[config.mk]
export PLATFORM = sky130hd
export DESIGN_NAME = fptb_timer_mem
export DESIGN_NICKNAME = d
export VERILOG_FILES = /design/src/sv/fptb_pkg.sv /design/src/sv/fptb_timer_mem.sv
export SDC_FILE = /design/constraint.sdc
export NUM_CORES = 1
export LEC_CHECK = 0
export BUFFER_PORTS_ARGS = -buffer_cell sky130_fd_sc_hd__buf_2
export CORE_MARGIN = 2
export CORE_UTILIZATION = 60
export DETAILED_ROUTE_END_ITERATION = 10
export GPL_TIMING_DRIVEN = 0
export PLACE_DENSITY_LB_ADDON = 0.25
export REMOVE_ABC_BUFFERS = 1
export SLEW_MARGIN = 10
export SYNTH_ARGS = -nofsm -noshare
export SYNTH_HDL_FRONTEND = slang
export SYNTH_SLANG_ARGS = --single-unit
[constraint.sdc]
create_clock -name clk -period 16.9 [get_ports clk]
set_input_delay 1.69 -clock clk [delete_from_list [all_inputs] [get_ports clk]]
set_output_delay 1.69 -clock clk [all_outputs]
set_load 0.01 [all_outputs]
[src/sv/fptb_pkg.sv]
package fptb_pkg;

  // default parameter values
  localparam int TIMER_COUNT_DEF = 8;
  localparam int MAX_BLOCK_DEF   = 1024;
  localparam int MAX_FIRES_DEF   = 2;

  // field widths
  localparam int KIND_W  = 2;
  localparam int TID_W   = 3;
  localparam int PER_W   = 24;
  localparam int FRAC_W  = 16;
  localparam int ACC_W   = 17;
  localparam int CNT_W   = 64;
  localparam int CFG_W   = 11;

  // constants
  localparam int          RESULT_CAP     = 16;
  localparam int          RES_W          = 5;
  localparam int          DEFAULT_BLOCK  = 480;
  localparam logic [PER_W-1:0] DEFAULT_PERIOD = 24'd48000;

  // item kinds
  typedef enum logic [KIND_W-1:0] {
    KIND_TICK  = 2'd0,
    KIND_START = 2'd1,
    KIND_STOP  = 2'd2,
    KIND_SETP  = 2'd3
  } kind_t;

  // sequencer states
  typedef enum logic [3:0] {
    S_IDLE,
    S_CMD_WR,
    S_RD,
    S_LOAD,
    S_EVAL,
    S_CMP,
    S_WB,
    S_NEXT,
    S_FIN
  } seq_state_t;

  // one timer entry
  typedef struct packed {
    logic              active;
    logic [CNT_W-1:0]  due;
    logic [PER_W-1:0]  per;
    logic [FRAC_W-1:0] frac;
    logic [ACC_W-1:0]  acc;
  } timer_entry_t;

  // memory access request from the sequencer
  typedef struct packed {
    logic         rd_en;
    logic [TID_W-1:0] rd_addr;
    logic         wr_en;
    logic [TID_W-1:0] wr_addr;
    timer_entry_t wr_data;
  } mem_req_t;

  // entry contents after reset
  function automatic timer_entry_t entry_reset();
    timer_entry_t e;
    e.active = 1'b0;
    e.due    = '0;
    e.per    = DEFAULT_PERIOD;
    e.frac   = '0;
    e.acc    = '0;
    return e;
  endfunction

endpackage

[src/sv/fptb_timer_mem.sv]
module fptb_timer_mem
  import fptb_pkg::*;
#(
  parameter int TIMER_COUNT = TIMER_COUNT_DEF
) (
  input  logic         clk,
  input  logic         rst,
  input  mem_req_t     req,
  output timer_entry_t rd_data
);

  localparam int IW = (TIMER_COUNT > 1) ? $clog2(TIMER_COUNT) : 1;

  timer_entry_t            mem [TIMER_COUNT];
  logic [TIMER_COUNT-1:0]  written;
  timer_entry_t            rd_q;
  logic                    rd_written;

  // storage array, synchronous read
  always_ff @(posedge clk) begin
    if (req.wr_en) begin
      mem[req.wr_addr[IW-1:0]] <= req.wr_data;
    end
    if (req.rd_en) begin
      rd_q <= mem[req.rd_addr[IW-1:0]];
    end
  end

  // per-entry written flags, an unwritten entry reads as its reset value
  always_ff @(posedge clk) begin
    if (rst) begin
      written    <= '0;
      rd_written <= 1'b0;
    end else begin
      if (req.wr_en) begin
        written[req.wr_addr[IW-1:0]] <= 1'b1;
      end
      if (req.rd_en) begin
        rd_written <= written[req.rd_addr[IW-1:0]];
      end
    end
  end

  assign rd_data = rd_written ? rd_q : entry_reset();

endmodule

[After elaboration in Yosys (flattened, before gate mapping)]
Memory sizes are Yosys's and may differ from the RTL's. A register that Yosys moved wholly into a read port is not among the register bits.
Cells that the tools add are included.
Word-level totals
  memories: 1
  bits in latches: 0
  word-level logic and storage cells: 15
  ROM bits: 0
  register bits: 9
  bits in writable memories: 976
Memory list
  mem: words 8, width 122, rd ports 1, clocked after memory_dff 1, write ports 1, line fptb_timer_mem.sv:14  | timer_entry_t mem [TIMER_COUNT];
Cells by class
  equal/unequal tests: 0
  $lt $le $gt $ge: 3
  shift-type cells: 0
  bitwise gates (word level): 1
  mux-type cells: 7
  div/mod/pow operators: 0
  multiply operators: 0
  reductions and logical operators: 1
  add/subtract/negate cells: 0
Operators by type and width (count)
  $mux W122: 1
  $lt A3 B4 Y1 const B: 2
  $or A8 B8 Y8: 1
  $mux W1: 4
  $bmux W1 S3: 1
  $demux W1 S3: 1
  $ge A3 B1 Y1 const B: 1
  $logic_and A1 B1 Y1: 1

[Longest topological paths before layout]
  depth after elaboration: 5
  depth in mapped cells: 5
  mapped depth without buffers: 3

[Worst setup path before layout]
No wires, ideal clock.
  kind: input-to-reg
  from: input port req[122] in the netlist's numbering
  to: memory mem[0][0] in the netlist's numbering (enable)
  arrival time: 14.435 ns
  required time: 15.946 ns
  path slack: 1.510 ns
  stages on the path: 1
  path through: nor4b_1
RTL lines
  start: declaration: line fptb_timer_mem.sv:8  | input mem_req_t req,
  end: declaration: line fptb_timer_mem.sv:14
No word-level cell before the write port.

==> results.toml <==
[clocking]
cts.path.max_buffers = 3
clk_pin_slew_worst_paths_ns = 0.06
cts_tree = "yes"
cts_sinks = 1107
ctsResizeCount = 0
hold_buffers = 0
cts-buffers-inserted = 107
worstSkewPairLatency_ns = 0.67
htree_levels = 3
cts-root-buf = "clkbuf_16"
post-cts-setup-buffer-count = 0

[floorplan]
row_count = 96
die_h_um = 267.6
initial_core_util = 0.6067
core_mm2 = 0.06871
die-area_mm2 = 0.07160
dieWidth_um = 267.6
num_io_pins = 254

[global_routing]
grt_pass1_wl_um = 122300
grt_antenna_before_repair = 17
grt.overflow.total = 0
grt.total_usage = 0.2353
grt_pass1_vias = 19569
grt_max_degree = 70

[sta]
slew_headroom = 0.4205
final_hold_viol_count = 0
clock_skew_ns = 0.01456
min_period_over_period = 0.2360
tightest_slew_ns = 0.8670
setup_viol = 0
timing.fmax_mhz = 250.8
rsz0062_at_grt = "no"
fin_crit_ns = 3.988
maxSlewViolCount = 0

[setup_path]
cp-start-kind = "register"
crit_required_ns = 15.21
reg2reg_slack_ns = 15.37
worstSetupPathType = "register to primary output"
cp_max_fo = 48
arrival_ns = 2.30
cp-end-kind = "primary output"

[outcome]
outcome = "completed"

[detailed_routing]
dr.pass1.iters = 6
via_per_inst = 5.966
routed-via-count = 18716
drcViolationCount = 0
drt_iter0_drc = 1769
routed_wl_um = 82830
post_drt_wl_per_cell_um = 26.40
final_antenna_net_count = 0

[hold_path]
hold_class = "register to register"

[synth]
synth_seq_cells = 1107
syn_inst = 1708
yosysWarnings = 0
synth_area_mm2 = 0.04168
ys_seq_area_frac = 0.7953
syn_area_per_cell_um2 = 24.40
ys_types = 23

[power]
p_leak_nw = 16.33
power_mw = 5.766
ir_drop_mv = 0.08977
power.density_mw_per_mm2 = 118.7

[finish]
postLayoutCellArea_mm2 = 0.04856
drive_gt1_frac = 0.3952
final_cell_mix = "edfxtp_1 (1098), buf_2 (256), mux4_2 (222), mux2_2 (122), and2_1 (115)"
nets = 2233
fillerInstances = 4029
area_growth_pct = 16.49
multi_input_area_mm2 = 0.007994
seqCellArea_mm2 = 0.03316
mostFrequentLayoutCell = "edfxtp_1"

[run]
maxCapViolCount = 0

[placement]
dp.final_hpwl_um = 48900
io_buffers = 253
dpl_cell_area_mm2 = 0.04511
place_congestion = 0.6766
flip-flops by register name, indices dropped and copies added (netlist names):
register,count
mem,976
written,8
rd_q,122
rd_written,1
worst max-delay path, cell delays in order, from the launching register on:
cell	delay, ns
dfxtp_4	0.66
buf_16	0.28
buf_16	0.27
and2_1	0.23
buf_2	0.15
cell type report:
type	instances	area share
clock buffer	130	0.05692
multi-input combinational	518	0.1646
antenna	12	0.0006184
tap	931	0.02399
clock inverter	72	0.01348
timing repair buffer	367	0.05752
sequential	1107	0.6828
routing by layer:
metal	global-route usage	wire length [µm]	up-vias
met5	0	112	-
met4	0.06583	1454	18
met3	0.04478	5557	117
met2	0.3846	42250	647
met1	0.3310	33460	9930
li1	-	-	8004
cells by family (layout without fill, tap and decap cells):
group / Yosys count / after routing / synth area share
DFF: 1107 / 1107 / 0.7953
muxes: 371 / 371 / 0.1684
and+or+nand+nor: 143 / 143 / 0.02104
buffers and inverters: 83 / 569 / 0.01435
AOI/OAI and AO/OA: 4 / 4 / 0.0009006
other: 0 / 12 / 0
path summary, 6_finish.rpt:
path / from / endpoint / depth (start not counted)
min: written[6] / written[6] / 2
max: rd_written / rd_data[78] / 4
max reg2reg: mem[1][29] / rd_q[29] / 2
min reg2reg: written[6] / written[6] / 2
power by group:
part | internal, mW | total (mW) | leakage [nW] | switching [mW]
registers | 3.13 | 3.16 | 10.1 | 0.0256
logic | 0.145 | 0.302 | 4.53 | 0.158
clock network | 1.32 | 2.30 | 1.66 | 0.985
cell usage after synthesis:
| master | number | area [µm²] |
|---|---|---|
| edfxtp_1 | 1098 | 32970 |
| and4b_1 | 2 | 20.02 |
| a211oi_1 | 1 | 7.510 |
| mux2i_1 | 4 | 40.04 |
| nand2b_1 | 7 | 43.79 |
| buf_1 | 12 | 45.04 |
| buf_12 | 2 | 40.04 |
| dfxtp_1 | 9 | 180.2 |
| nor2_1 | 12 | 45.04 |
| nor3_1 | 1 | 5.000 |
| buf_6 | 8 | 90.09 |
| o21ba_2 | 3 | 30.03 |
| mux4_2 | 222 | 5000 |
| mux2_2 | 122 | 1374 |
| buf_2 | 11 | 55.05 |
| mux4_1 | 23 | 604.3 |
| nand2_1 | 2 | 7.510 |
| nor4b_1 | 1 | 8.760 |
| nor4bb_1 | 2 | 20.02 |
| nor3b_1 | 1 | 7.510 |
| and2_1 | 115 | 719.4 |
| buf_8 | 16 | 240.2 |
| clkbuf_1 | 34 | 127.6 |
through the flow:
stage                     cells  setup WS [ns]  hold slack [ns]  utilization  setup TNS [ns]
after floorplan            1625          1.510           0.4396            -               0
after global placement     2809         -13.02           0.4479       0.6334        -5413.59
after detailed placement   2923          12.42           0.4605       0.6565               0
after CTS                  3125          12.81           0.4745       0.7063               0
after global routing       3130          12.78           0.5054       0.7065               0
final                      3137          12.91           0.4758       0.7067               0
Power figures use the tool's default switching activity.
